==> src/hw/rtl/tw_odo_pkg.sv <==
// Package for the two-wheel odometry step: widths, fixed-point constants, sequencer
// state codes, the quarter-wave sine table and the position accumulate function.
// Depends on nothing; tw_odo_mul, tw_odo_seq and the top level import it.
package tw_odo_pkg;

    // Fraction bits of the sine table.
    localparam int TRIG_FRAC_BITS = 15;
    localparam int TRIG_W         = TRIG_FRAC_BITS + 1;

    // Shared multiplier operand and product widths.
    localparam int MUL_W  = 32;
    localparam int PROD_W = 2 * MUL_W;

    // pi/180 in Q30.
    localparam logic [24:0] DEG2RAD_Q30 = 25'd18740330;

    // Division by 100 as a multiply by a reciprocal; exact for magnitudes below 91180.
    localparam logic [16:0] K100       = 17'd83887;
    localparam int          K100_SHIFT = 23;

    // Wheel distance: deg * radius_q8 * DEG2RAD_Q30 >> 38.
    localparam int DIST_SHIFT = 38;
    localparam int DIST_W     = 13;
    localparam int TMP_W      = 26;

    localparam logic [15:0] RADIUS_RESET = 16'd6502;

    // Heading constants in degrees.
    localparam int QUARTER_DEG = 90;
    localparam int HALF_DEG    = 180;
    localparam int FULL_DEG    = 360;

    // Width of |step| * trig and of the shifted accumulator sum.
    localparam int TPROD_W = 16 + TRIG_W;
    localparam int SUM_W   = 34 + TRIG_FRAC_BITS;
    localparam int RES_W   = SUM_W - TRIG_FRAC_BITS;

    // Sequencer state codes.
    localparam logic [3:0] ST_IDLE = 4'd0;
    localparam logic [3:0] ST_DIVA = 4'd1;
    localparam logic [3:0] ST_DIVB = 4'd2;
    localparam logic [3:0] ST_RADA = 4'd3;
    localparam logic [3:0] ST_RADB = 4'd4;
    localparam logic [3:0] ST_D2RA = 4'd5;
    localparam logic [3:0] ST_D2RB = 4'd6;
    localparam logic [3:0] ST_STEP = 4'd7;
    localparam logic [3:0] ST_MULX = 4'd8;
    localparam logic [3:0] ST_MULY = 4'd9;
    localparam logic [3:0] ST_ACCY = 4'd10;

    typedef struct packed {
        logic [3:0] state;
        logic       in_ready;
        logic       accept;
        logic       issue;
        logic       finish;
    } seq_ctrl_t;

    typedef logic [TRIG_W-1:0] trig_tab_t [0:QUARTER_DEG];

    // Taylor series divisors (2k)(2k+1) for k = 1..9.
    localparam logic [63:0] TAYLOR_DIV [0:8] = '{
        64'd6, 64'd20, 64'd42, 64'd72, 64'd110, 64'd156, 64'd210, 64'd272, 64'd342
    };

    localparam logic signed [63:0] HALF_LSB  = 64'sd1 <<< (29 - TRIG_FRAC_BITS);
    localparam logic signed [63:0] ONE_Q30   = 64'sd1 <<< 30;

    // Builds sin(d deg) for d = 0..90 at elaboration: odd series through x^19 in Q30.
    function automatic trig_tab_t build_trig_tab();
        trig_tab_t         tab;
        logic [63:0]       x;
        logic [63:0]       x2;
        logic [63:0]       term;
        logic signed [63:0] sum;
        for (int d = 0; d <= QUARTER_DEG; d++) begin
            x    = 64'(d) * 64'(DEG2RAD_Q30);
            x2   = (x * x) >> 30;
            term = x;
            sum  = $signed(x);
            for (int k = 1; k <= 9; k++) begin
                term = ((term * x2) >> 30) / TAYLOR_DIV[k-1];
                if ((k % 2) == 1) begin
                    sum = sum - $signed(term);
                end
                else begin
                    sum = sum + $signed(term);
                end
            end
            if (sum < 0) begin
                sum = 64'sd0;
            end
            if (sum > ONE_Q30) begin
                sum = ONE_Q30;
            end
            tab[d] = TRIG_W'((sum + HALF_LSB) >>> (30 - TRIG_FRAC_BITS));
        end
        return tab;
    endfunction

    localparam trig_tab_t TRIG_TAB = build_trig_tab();

    localparam logic signed [SUM_W-1:0] TRUNC_ADJ = SUM_W'((64'sd1 <<< TRIG_FRAC_BITS) - 1);

    // acc' = trunc_toward_zero(((acc << F) +/- prod) / 2^F), saturated to 32 bits.
    function automatic logic signed [31:0] acc_update(
        logic signed [31:0]  acc,
        logic [TPROD_W-1:0]  prod,
        logic                neg
    );
        logic signed [SUM_W-1:0] p;
        logic signed [SUM_W-1:0] s;
        logic signed [RES_W-1:0] r;
        logic signed [31:0]      res;
        p = $signed(SUM_W'(prod));
        if (neg) begin
            p = -p;
        end
        s = ($signed(SUM_W'(acc)) <<< TRIG_FRAC_BITS) + p;
        if (s[SUM_W-1]) begin
            s = s + TRUNC_ADJ;
        end
        r = RES_W'(s >>> TRIG_FRAC_BITS);
        if (r[RES_W-1:31] != {(RES_W-31){r[RES_W-1]}}) begin
            res = r[RES_W-1] ? 32'sh8000_0000 : 32'sh7fff_ffff;
        end
        else begin
            res = r[31:0];
        end
        return res;
    endfunction

endpackage

==> src/hw/rtl/tw_odo_ifs.sv <==
// Handshake channels of the two-wheel odometry step: sample input, result output
// and the wheel radius configuration write. Depends on nothing.

interface tw_odo_in_if;
    logic               valid;
    logic               ready;
    logic [15:0]        wheel_a_angle;
    logic [15:0]        wheel_b_angle;
    logic signed [9:0]  heading_deg;

    modport source (output valid, output wheel_a_angle, output wheel_b_angle,
                    output heading_deg, input ready);
    modport sink   (input valid, input wheel_a_angle, input wheel_b_angle,
                    input heading_deg, output ready);
endinterface

interface tw_odo_out_if;
    logic               valid;
    logic               ready;
    logic signed [31:0] pos_x_mm;
    logic signed [31:0] pos_y_mm;
    logic signed [15:0] step_mm;
    logic signed [8:0]  heading_wrapped;

    modport source (output valid, output pos_x_mm, output pos_y_mm, output step_mm,
                    output heading_wrapped, input ready);
    modport sink   (input valid, input pos_x_mm, input pos_y_mm, input step_mm,
                    input heading_wrapped, output ready);
endinterface

interface tw_odo_cfg_if;
    logic        valid;
    logic        ready;
    logic [15:0] wheel_radius_q8;

    modport source (output valid, output wheel_radius_q8, input ready);
    modport sink   (input valid, input wheel_radius_q8, output ready);
endinterface

==> src/hw/rtl/tw_odo_mul.sv <==
// Shared 32x32 unsigned multiplier with a registered product.
// Depends on tw_odo_pkg for the operand and product widths.
module tw_odo_mul (
    input  logic                        clk,
    input  logic                        issue,
    input  logic [tw_odo_pkg::MUL_W-1:0]  op_a,
    input  logic [tw_odo_pkg::MUL_W-1:0]  op_b,
    output logic [tw_odo_pkg::PROD_W-1:0] prod
);
    import tw_odo_pkg::*;

    logic [PROD_W-1:0] prod_reg;

    // The product holds while no multiply is issued.
    always_ff @(posedge clk) begin
        if (issue) begin
            prod_reg <= PROD_W'(op_a) * PROD_W'(op_b);
        end
    end

    assign prod = prod_reg;

endmodule

==> src/hw/rtl/tw_odo_seq.sv <==
// Sequencer of the odometry step: walks one item through the multiply schedule.
// Depends on tw_odo_pkg for the state codes and the control struct.
module tw_odo_seq (
    input  logic                   clk,
    input  logic                   rst_n,
    input  logic                   in_valid,
    input  logic                   out_free,
    output tw_odo_pkg::seq_ctrl_t  ctrl
);
    import tw_odo_pkg::*;

    logic [3:0] state_reg;
    logic [3:0] state_next;

    always_comb begin
        state_next = state_reg;
        unique case (state_reg)
            ST_IDLE: if (in_valid) state_next = ST_DIVA;
            ST_DIVA: state_next = ST_DIVB;
            ST_DIVB: state_next = ST_RADA;
            ST_RADA: state_next = ST_RADB;
            ST_RADB: state_next = ST_D2RA;
            ST_D2RA: state_next = ST_D2RB;
            ST_D2RB: state_next = ST_STEP;
            ST_STEP: state_next = ST_MULX;
            ST_MULX: state_next = ST_MULY;
            ST_MULY: state_next = ST_ACCY;
            ST_ACCY: if (out_free) state_next = ST_IDLE;
            default: state_next = ST_IDLE;
        endcase
    end

    always_ff @(posedge clk or negedge rst_n) begin
        if (!rst_n) begin
            state_reg <= ST_IDLE;
        end
        else begin
            state_reg <= state_next;
        end
    end

    always_comb begin
        ctrl.state    = state_reg;
        ctrl.in_ready = (state_reg == ST_IDLE);
        ctrl.accept   = in_valid && (state_reg == ST_IDLE);
        ctrl.finish   = out_free && (state_reg == ST_ACCY);
        unique case (state_reg) inside
            ST_DIVA, ST_DIVB, ST_RADA, ST_RADB, ST_D2RA, ST_D2RB, ST_MULX, ST_MULY:
                ctrl.issue = 1'b1;
            default:
                ctrl.issue = 1'b0;
        endcase
    end

endmodule

==> src/hw/rtl/two_wheel_odometry_step.sv <==
// Top level of the two-wheel odometry step: datapath registers, operand selection
// for the shared multiplier, and the result register.
// Depends on tw_odo_pkg, the channel interfaces, tw_odo_mul and tw_odo_seq.
//
// Usage:
// The sample channel carries two raw tracking-wheel angles in centidegrees and a
// heading in whole degrees. Each accepted item yields exactly one item on the
// result channel: the accumulated X and Y positions, the averaged step in
// millimeters and the wrapped heading. The cfg channel writes the Q8.8 wheel
// radius; it is always ready and should be written only while the block is idle.
// The block works on one item at a time: it takes no new item until the last one
// has passed its final step. The eight products run one after another through
// the single shared multiplier, followed by the averaging step and the final
// accumulate step. sample.ready is high only while the sequencer is idle. The
// result sits in an output register, so the block accepts the next item while a
// result is still waiting; if the receiver stalls, the next item stops in its
// final step until the register frees up. Reset clears the previous angles,
// stored changes and positions, and loads the default radius.
module two_wheel_odometry_step (
    input  logic          clk,
    input  logic          rst_n,
    tw_odo_in_if.sink     sample,
    tw_odo_out_if.source  result,
    tw_odo_cfg_if.sink    cfg
);
    import tw_odo_pkg::*;

    seq_ctrl_t          ctrl;
    logic               out_free;
    logic [MUL_W-1:0]   mul_a;
    logic [MUL_W-1:0]   mul_b;
    logic [PROD_W-1:0]  mul_p;

    // Architectural state.
    logic [15:0]        radius_reg;
    logic [15:0]        prev_a_reg;
    logic [15:0]        prev_b_reg;
    logic signed [16:0] chg_a_reg;
    logic signed [16:0] chg_b_reg;
    logic signed [31:0] acc_x_reg;
    logic signed [31:0] acc_y_reg;
    logic               out_valid_reg;

    // Per-item working registers.
    logic signed [8:0]  h_reg;
    logic [TRIG_W-1:0]  cos_reg;
    logic [TRIG_W-1:0]  sin_reg;
    logic               cos_neg_reg;
    logic               sin_neg_reg;
    logic [TMP_W-1:0]   t_a_reg;
    logic [TMP_W-1:0]   t_b_reg;
    logic [DIST_W-1:0]  dist_a_reg;
    logic signed [15:0] step_reg;

    // Result payload.
    logic signed [31:0] pos_x_reg;
    logic signed [31:0] pos_y_reg;
    logic signed [15:0] step_out_reg;
    logic signed [8:0]  heading_out_reg;

    logic signed [16:0] chg_a_new;
    logic signed [16:0] chg_b_new;
    logic signed [10:0] h_wide;
    logic signed [8:0]  h_next;
    logic [7:0]         h_abs;
    logic [6:0]         cos_idx;
    logic [6:0]         sin_idx;
    logic               cos_neg;
    logic [16:0]        mag_a;
    logic [16:0]        mag_b;
    logic [15:0]        step_mag;
    logic [DIST_W-1:0]  dist_b;
    logic signed [DIST_W+1:0] dist_a_s;
    logic signed [DIST_W+1:0] dist_b_s;
    logic signed [DIST_W+1:0] dist_sum;
    logic signed [15:0] step_next;
    logic signed [31:0] acc_x_next;
    logic signed [31:0] acc_y_next;

    tw_odo_seq u_seq (
        .clk      (clk),
        .rst_n    (rst_n),
        .in_valid (sample.valid),
        .out_free (out_free),
        .ctrl     (ctrl)
    );

    tw_odo_mul u_mul (
        .clk   (clk),
        .issue (ctrl.issue),
        .op_a  (mul_a),
        .op_b  (mul_b),
        .prod  (mul_p)
    );

    assign sample.ready = ctrl.in_ready;
    assign cfg.ready    = 1'b1;
    assign out_free     = !out_valid_reg || result.ready;

    // Wheel changes against the previous reading, formed at acceptance.
    assign chg_a_new = $signed({1'b0, sample.wheel_a_angle}) - $signed({1'b0, prev_a_reg});
    assign chg_b_new = $signed({1'b0, sample.wheel_b_angle}) - $signed({1'b0, prev_b_reg});

    // One wrap correction brings any 10-bit heading into -180..180.
    always_comb begin
        h_wide = 11'(sample.heading_deg);
        if (h_wide > 11'sd180) begin
            h_wide = h_wide - 11'(FULL_DEG);
        end
        if (h_wide < -11'sd180) begin
            h_wide = h_wide + 11'(FULL_DEG);
        end
        h_next = 9'(h_wide);
    end

    // Quadrant folding of the wrapped heading onto the quarter-wave table.
    always_comb begin
        h_abs = h_reg[8] ? 8'(-h_reg) : 8'(h_reg);
        if (h_abs <= 8'(QUARTER_DEG)) begin
            cos_idx = 7'(8'(QUARTER_DEG) - h_abs);
            sin_idx = h_abs[6:0];
            cos_neg = 1'b0;
        end
        else begin
            cos_idx = 7'(h_abs - 8'(QUARTER_DEG));
            sin_idx = 7'(8'(HALF_DEG) - h_abs);
            cos_neg = 1'b1;
        end
    end

    assign mag_a    = chg_a_reg[16] ? 17'(-chg_a_reg) : 17'(chg_a_reg);
    assign mag_b    = chg_b_reg[16] ? 17'(-chg_b_reg) : 17'(chg_b_reg);
    assign step_mag = step_reg[15] ? 16'(-step_reg) : 16'(step_reg);

    // Both wheel distances carry the sign of their change; the average truncates
    // toward zero by adding one to a negative sum before the arithmetic shift.
    always_comb begin
        dist_b   = DIST_W'(mul_p >> DIST_SHIFT);
        dist_a_s = chg_a_reg[16] ? -$signed((DIST_W+2)'(dist_a_reg))
                                 : $signed((DIST_W+2)'(dist_a_reg));
        dist_b_s = chg_b_reg[16] ? -$signed((DIST_W+2)'(dist_b))
                                 : $signed((DIST_W+2)'(dist_b));
        dist_sum = dist_a_s + dist_b_s;
        step_next = 16'((dist_sum + $signed((DIST_W+2)'(dist_sum[DIST_W+1]))) >>> 1);
    end

    assign acc_x_next = acc_update(acc_x_reg, mul_p[TPROD_W-1:0], step_reg[15] ^ cos_neg_reg);
    assign acc_y_next = acc_update(acc_y_reg, mul_p[TPROD_W-1:0], step_reg[15] ^ sin_neg_reg);

    // Operand selection for the shared multiplier. The two wheels interleave so
    // each product is registered before the next step uses it.
    always_comb begin
        mul_a = '0;
        mul_b = '0;
        unique case (ctrl.state)
            ST_DIVA: begin
                mul_a = MUL_W'(mag_a);
                mul_b = MUL_W'(K100);
            end
            ST_DIVB: begin
                mul_a = MUL_W'(mag_b);
                mul_b = MUL_W'(K100);
            end
            ST_RADA: begin
                mul_a = MUL_W'(t_a_reg);
                mul_b = MUL_W'(radius_reg);
            end
            ST_RADB: begin
                mul_a = MUL_W'(t_b_reg);
                mul_b = MUL_W'(radius_reg);
            end
            ST_D2RA: begin
                mul_a = MUL_W'(t_a_reg);
                mul_b = MUL_W'(DEG2RAD_Q30);
            end
            ST_D2RB: begin
                mul_a = MUL_W'(t_b_reg);
                mul_b = MUL_W'(DEG2RAD_Q30);
            end
            ST_MULX: begin
                mul_a = MUL_W'(step_mag);
                mul_b = MUL_W'(cos_reg);
            end
            ST_MULY: begin
                mul_a = MUL_W'(step_mag);
                mul_b = MUL_W'(sin_reg);
            end
            default: begin
                mul_a = '0;
                mul_b = '0;
            end
        endcase
    end

    // State that the model carries from item to item.
    always_ff @(posedge clk or negedge rst_n) begin
        if (!rst_n) begin
            radius_reg    <= RADIUS_RESET;
            prev_a_reg    <= '0;
            prev_b_reg    <= '0;
            chg_a_reg     <= '0;
            chg_b_reg     <= '0;
            acc_x_reg     <= '0;
            acc_y_reg     <= '0;
            out_valid_reg <= 1'b0;
        end
        else begin
            if (cfg.valid) begin
                radius_reg <= cfg.wheel_radius_q8;
            end
            if (ctrl.accept) begin
                // An unchanged reading keeps the last nonzero change.
                if (sample.wheel_a_angle != prev_a_reg) begin
                    chg_a_reg <= chg_a_new;
                end
                if (sample.wheel_b_angle != prev_b_reg) begin
                    chg_b_reg <= chg_b_new;
                end
                prev_a_reg <= sample.wheel_a_angle;
                prev_b_reg <= sample.wheel_b_angle;
            end
            if (ctrl.state == ST_MULY) begin
                acc_x_reg <= acc_x_next;
            end
            if (ctrl.finish) begin
                acc_y_reg     <= acc_y_next;
                out_valid_reg <= 1'b1;
            end
            else if (result.ready) begin
                out_valid_reg <= 1'b0;
            end
        end
    end

    // Working and result payload registers.
    always_ff @(posedge clk) begin
        if (ctrl.accept) begin
            h_reg <= h_next;
        end
        case (ctrl.state)
            ST_DIVA: begin
                cos_reg     <= TRIG_TAB[cos_idx];
                sin_reg     <= TRIG_TAB[sin_idx];
                cos_neg_reg <= cos_neg;
                sin_neg_reg <= h_reg[8];
            end
            ST_DIVB: t_a_reg    <= TMP_W'(mul_p >> K100_SHIFT);
            ST_RADA: t_b_reg    <= TMP_W'(mul_p >> K100_SHIFT);
            ST_RADB: t_a_reg    <= mul_p[TMP_W-1:0];
            ST_D2RA: t_b_reg    <= mul_p[TMP_W-1:0];
            ST_D2RB: dist_a_reg <= DIST_W'(mul_p >> DIST_SHIFT);
            ST_STEP: step_reg   <= step_next;
            default: ;
        endcase
        if (ctrl.finish) begin
            pos_x_reg       <= acc_x_reg;
            pos_y_reg       <= acc_y_next;
            step_out_reg    <= step_reg;
            heading_out_reg <= h_reg;
        end
    end

    assign result.valid           = out_valid_reg;
    assign result.pos_x_mm        = pos_x_reg;
    assign result.pos_y_mm        = pos_y_reg;
    assign result.step_mm         = step_out_reg;
    assign result.heading_wrapped = heading_out_reg;

endmodule

==> src/flat_wrapper.sv <==
// flat-port wrapper written by rule: the top's interface ports become plain ports
module two_wheel_odometry_step_flat import tw_odo_pkg::*;
  (clk, rst_n, sample_valid, sample_wheel_a_angle, sample_wheel_b_angle, sample_heading_deg, sample_ready, result_valid, result_pos_x_mm, result_pos_y_mm, result_step_mm, result_heading_wrapped, result_ready, cfg_valid, cfg_wheel_radius_q8, cfg_ready);
  tw_odo_in_if sample_i ();
  tw_odo_out_if result_i ();
  tw_odo_cfg_if cfg_i ();
  input  logic clk;
  input  logic rst_n;
  input wire logic [$bits(sample_i.valid)-1:0] sample_valid;
  input wire logic [$bits(sample_i.wheel_a_angle)-1:0] sample_wheel_a_angle;
  input wire logic [$bits(sample_i.wheel_b_angle)-1:0] sample_wheel_b_angle;
  input wire logic [$bits(sample_i.heading_deg)-1:0] sample_heading_deg;
  output wire logic [$bits(sample_i.ready)-1:0] sample_ready;
  output wire logic [$bits(result_i.valid)-1:0] result_valid;
  output wire logic [$bits(result_i.pos_x_mm)-1:0] result_pos_x_mm;
  output wire logic [$bits(result_i.pos_y_mm)-1:0] result_pos_y_mm;
  output wire logic [$bits(result_i.step_mm)-1:0] result_step_mm;
  output wire logic [$bits(result_i.heading_wrapped)-1:0] result_heading_wrapped;
  input wire logic [$bits(result_i.ready)-1:0] result_ready;
  input wire logic [$bits(cfg_i.valid)-1:0] cfg_valid;
  input wire logic [$bits(cfg_i.wheel_radius_q8)-1:0] cfg_wheel_radius_q8;
  output wire logic [$bits(cfg_i.ready)-1:0] cfg_ready;
  assign sample_i.valid = sample_valid;
  assign sample_i.wheel_a_angle = sample_wheel_a_angle;
  assign sample_i.wheel_b_angle = sample_wheel_b_angle;
  assign sample_i.heading_deg = sample_heading_deg;
  assign sample_ready = sample_i.ready;
  assign result_valid = result_i.valid;
  assign result_pos_x_mm = result_i.pos_x_mm;
  assign result_pos_y_mm = result_i.pos_y_mm;
  assign result_step_mm = result_i.step_mm;
  assign result_heading_wrapped = result_i.heading_wrapped;
  assign result_i.ready = result_ready;
  assign cfg_i.valid = cfg_valid;
  assign cfg_i.wheel_radius_q8 = cfg_wheel_radius_q8;
  assign cfg_ready = cfg_i.ready;
  two_wheel_odometry_step u_core (.clk(clk), .rst_n(rst_n), .sample(sample_i), .result(result_i), .cfg(cfg_i));
endmodule
==> config.mk <==
export PLATFORM = sky130hd
export DESIGN_NAME = two_wheel_odometry_step_flat
export DESIGN_NICKNAME = d
export VERILOG_FILES = /design/src/hw/rtl/tw_odo_pkg.sv /design/src/hw/rtl/tw_odo_ifs.sv /design/src/hw/rtl/tw_odo_mul.sv /design/src/hw/rtl/tw_odo_seq.sv /design/src/hw/rtl/two_wheel_odometry_step.sv /design/src/flat_wrapper.sv
export SDC_FILE = /design/constraint.sdc
export NUM_CORES = 2
export LEC_CHECK = 0
export BUFFER_PORTS_ARGS = -buffer_cell sky130_fd_sc_hd__buf_2
export CAP_MARGIN = 20
export CORE_MARGIN = 1.5
export CORE_UTILIZATION = 66
export CTS_CLUSTER_DIAMETER = 60
export DETAILED_ROUTE_END_ITERATION = 10
export PLACE_DENSITY = 0.88
export SYNTH_ARGS = -nofsm -noshare
export SYNTH_HDL_FRONTEND = slang
export SYNTH_HIERARCHICAL = 1
export SYNTH_SLANG_ARGS = --single-unit
==> constraint.sdc <==
create_clock -name clk -period 13.3 [get_ports clk]
set_input_delay 2.66 -clock clk [delete_from_list [all_inputs] [get_ports clk]]
set_output_delay 2.66 -clock clk [all_outputs]
set_load 0.02 [all_outputs]
* Word-level counts from Yosys, hierarchy flattened
Memories as Yosys holds them, arrays and structs flattened. A register that Yosys moved wholly into a read port is not among the register bits.
Cells that the tools add are included.
** Cells by class
- Add/sub/neg operators :: 20
- Multiply operators :: 1
- Magnitude comparators :: 3
- Eq/ne operators :: 16
- Muxes and demuxes :: 29
- Bitwise operators :: 4
- Reductions and logical operators :: 18
** Operators with widths (count)
- 49-bit 2-to-1 mux :: 4
- 26-bit one-hot mux with 5 select lines :: 1
- 32-bit 2-to-1 mux :: 4
- 25-bit one-hot mux with 5 select lines :: 1
- 26-bit one-hot mux with 2 select lines :: 2
- 47-bit by 49-bit adder with 49-bit output :: 2
- 49-bit by 16-bit adder with 49-bit output, second input constant :: 2
- 26-bit by 25-bit multiplier with 51-bit output :: 1
- 32-bit negator with 49-bit output :: 1
- 4-bit one-hot mux with 11 select lines :: 1
- 17-bit 2-to-1 mux :: 2
- 17-bit negator :: 2
- 16-bit by 16-bit subtractor with 17-bit output :: 2
- 16-bit != test :: 2
- 15-bit 2-to-1 mux :: 2
- 13-bit negator with 15-bit output :: 2
- 15-bit by 2-bit adder with 16-bit output :: 1
- 4-bit by 3-bit == test with 1-bit output, second input constant :: 4
- 16-bit 2-to-1 mux :: 1
- 15-bit negator with 16-bit output :: 1
- 7-bit inverter with 8-bit output :: 2
- 15-bit adder :: 1
- 7-bit 2-to-1 mux :: 2
- 4-bit == test, second input constant :: 3
- 27 further kinds :: 45
** Word-level totals
- Register bits after elaboration :: 381
- ROM bits :: 4096
- Input bits :: 63
- Output and inout port bits :: 92
- Word-level logic and storage cells :: 114
- Memories kept :: 2
** Memories
- (no name shown) :: depth 128, bits a word 16, read ports 1, clocked after memory_dff 1, write ports 0, RTL line two_wheel_odometry_step.sv:242 : cos_reg <= TRIG_TAB[cos_idx];
- (no name shown) :: depth 128, bits a word 16, read ports 1, clocked after memory_dff 1, write ports 0, RTL line two_wheel_odometry_step.sv:243 : sin_reg <= TRIG_TAB[sin_idx];

* Logic depth before layout (Yosys ltp)
- Depth after elaboration :: 7
- Mapped depth :: 37
- Gate-level depth less buffers :: 35

* Modules after synthesis
The synthesis kept the hierarchy.
** Modules (own cells, without submodules)
- tw_odo_mul :: times used 1, cells an instance 3835, area an instance 35630.4 um^2, seq. area each 1921.8 um^2
- two_wheel_odometry_step :: times used 1, cells an instance 3361, area an instance 28547.4 um^2, seq. area each 10023.4 um^2
- tw_odo_seq :: times used 1, cells an instance 27, area an instance 272.8 um^2, seq. area each 100.1 um^2

* Least setup slack after synthesis
OpenSTA, ideal clock, no wires.
- Kind :: input port to flip-flop
- Start point :: input result_ready
- End point :: register u_core.acc_y_reg[21]
- Library setup time :: 0.141 ns
- Arrival :: 9.943 ns
- Data required time :: 13.159 ns
- Setup slack :: 3.216 ns
- Stages :: 7
- Path buffers :: 3
- Cells stage by stage :: nand2b_1 nand2_1 nor3_1 clkbuf_1 clkbuf_1 clkbuf_1 a31oi_1
** RTL lines
- start, declared :: RTL line flat_wrapper.sv:19 : input wire logic [$bits(result_i.ready)-1:0] result_ready;
- end signal, assigned :: RTL line two_wheel_odometry_step.sv:226 : acc_y_reg <= acc_y_next;
- end, declared :: RTL line two_wheel_odometry_step.sv:41 : logic signed [31:0] acc_y_reg;

* Final worst setup path
- Start point :: register u_core.u_seq.state_reg[3]
- End point :: register u_core.u_mul.prod_reg[37] (netlist: u_core/u_mul/prod[37]) (data pin)
** On the way
- Word-level cells in the longest chain between the ends :: 4
- Elaborated cells between the ends (all ways) :: 17
- Those cells by class :: 1 x mul; 8 x eq/ne; 2 x mux; 6 x reduce/logical
** Ends and longest elaborated chain
- start, declared :: RTL line tw_odo_seq.sv:12 : logic [3:0] state_reg;
- start signal, assigned :: RTL line tw_odo_seq.sv:38 : state_reg <= state_next;
- 4-bit by 3-bit == test with 1-bit output (tied with other cells) :: RTL line two_wheel_odometry_step.sv:155 : unique case (ctrl.state)
- 2-bit OR reduction (no source line)
- 25-bit one-hot mux with 5 select lines (*) :: RTL line two_wheel_odometry_step.sv:155
- net u_core.mul_b[6] :: RTL line two_wheel_odometry_step.sv:31 : logic [MUL_W-1:0] mul_b;
- 26-bit by 25-bit multiplier with 51-bit output (*) :: RTL line tw_odo_mul.sv:17 : prod_reg <= PROD_W'(op_a) * PROD_W'(op_b);
- end signal, assigned :: RTL line tw_odo_mul.sv:17
- end, declared :: RTL line tw_odo_mul.sv:12 : logic [PROD_W-1:0] prod_reg;
The timed path passes the listed nets; every way through them passes the cells marked *.
A chain may end at the register's enable or synchronous reset.

==> reports/qor.yml <==
clock_network:
  tritoncts: "built"
  path_clk_slew_ps: 70
  cts_buffers: 46
  clockBufferDepth: 3
  htree_levels: 2
  clk_latency_ps: 630
  numClockSinks: 413
  cts_hold_buf: 0
  cts_root_buffer: "clkbuf_16"
  cts_setup_buffers: 0
  ctsResizeCount: 0
sta:
  rsz0062_at_grt: "false"
  finalSetupViolCount: 0
  min_period_ps: 10590
  fin_crit_sh: 0.797
  worst_slew_pin_slew_ps: 1250
  max-slew-margin-rel: 0.164
  fin_tns_setup_ps: 0
  clock.fmax_ghz: 0.0944
  slew_viol_final: 0
  hold_viol_final: 0
  clock_skew_ps: 42.5
min_path:
  hold_path.class: "flip-flop to flip-flop"
  min-delay-start: "u_core/acc_x_reg[18]$_DFFE_PN0N_"
routing:
  post_drt_wl_per_cell_um: 22.4
  final_antenna_net_count: 0
  wl_mm: 179
  drtIter0Drc: 5783
  vias_per_cell: 6.32
  drtPass1Iterations: 8
  drc: 0
  num_vias: 50400
synth:
  postSynthAreaPerCell_um2: 8.88
  ys_warn_count: 6
  synth_area_um2: 60500
  synthCells: 6813
place:
  hpwl_mm: 132
  gp_congestion: 0.992
  port_buffers: 153
  place_inst: 7885
layout:
  diodes: 0
  ff_latch_area_um2: 11700
  area_growth_pct: 5.63
  nets: 7997
  fin_cells: 7973
  fillers: 6644
  largest_reg_flops: 51
  multiInputGateArea_um2: 44100
  drive_gt1_frac: 0.0761
critical_path:
  required_ps: 13690
  crit_type: "flip-flop to flip-flop"
  crit_family: "adder cells"
  worst-path-buf-inv: 5
  slowest_stage: "dfrtp_1"
  critPathMostFrequentCell: "fa_1"
  max_stage_delay_ps: 840
  startpoint_type: "flip-flop"
  crit_start: "u_core/u_seq/state_reg[3]$_DFFE_PN0P_"
  crit_fanout: 24
  crit_arrival_ps: 10980
  critPathCaptureType: "flip-flop"
  rr_startpoint: "u_core/u_seq/state_reg[3]$_DFFE_PN0P_"
global_routing:
  grt_remaining_overflow: 0
  antenna_found_initial: 8
  grt_max_degree: 95
  grt_use_total: 0.386
  grt_first_pass_wirelength_mm: 283
  first_global_vias: 51600
run_status:
  status: "completed"
floorplan:
  start_util: 0.669
  die_area_um2: 93500
  core-area_um2: 90400
  die_w_um: 306
  die_h_um: 306
  pin_count: 155
  rows: 110
flow_run:
  maxCapViolCount: 0
per-layer routing:
metal / share of wire / wire length, µm / global-route usage
met5: 0.00052 / 92 / 0
met4: 0.058 / 10400 / 0.192
met3: 0.12 / 21300 / 0.103
met2: 0.46 / 81400 / 0.606
met1: 0.37 / 65400 / 0.496
stage by stage:
step	utilization	hold slack, ps	instance area [µm²]	setup slack (ps)
2_1_floorplan	-	424	60800	3220
3_5_place_dp	0.689	472	62300	2840
4_1_cts	0.707	479	63900	2840
6_report	0.707	482	63900	2710
5_1_grt	0.707	504	63900	2220
3_3_place_gp	0.689	473	62300	3090
cells in the final DEF (no fill, tap or decap), types with 63 or more instances in the layout:
master	count
buf_2	152
ha_1	337
nand3_1	94
o21ai_0	256
mux2_2	71
nand4_1	69
nor3_1	98
buf_4	97
nand2_1	892
fa_1	838
conb_1	73
dfrtp_1	144
a21o_1	63
a31oi_1	65
a21oi_1	261
and2_1	570
xnor2_1	182
xor2_1	156
inv_1	967
edfxtp_1	262
nor2_1	324
path summary, 6_finish.rpt:
path / endpoint / slack [ps] / depth (start not counted)
max: u_core/u_mul/prod[37]$_DFFE_PP_ / 2710 / 28
min: u_core/result.pos_x_mm[18]$_DFFE_PP_ / 480 / 0
max reg2reg: u_core/u_mul/prod[37]$_DFFE_PP_ / 2710 / 28
min reg2reg: u_core/result.pos_x_mm[18]$_DFFE_PP_ / 480 / 0
max in group asynchronous: u_core/radius_reg[14]$_DFFE_PN0P_ / 9710 / 2
min in group asynchronous: u_core/acc_x_reg[13]$_DFFE_PN0N_ / 2140 / 1
layout make-up:
cell class / instances / share of cell area
repair buffers: 251 / 0.0239
clock buffers: 55 / 0.0190
multi-input cells: 5076 / 0.689
inverters: 971 / 0.0570
clock inverters: 31 / 0.00556
flip-flops and latches: 413 / 0.182
well taps: 1176 / 0.0230
Power is not shown: default switching activity piles up to over one toggle a cycle in this logic, so the estimate is an artifact.
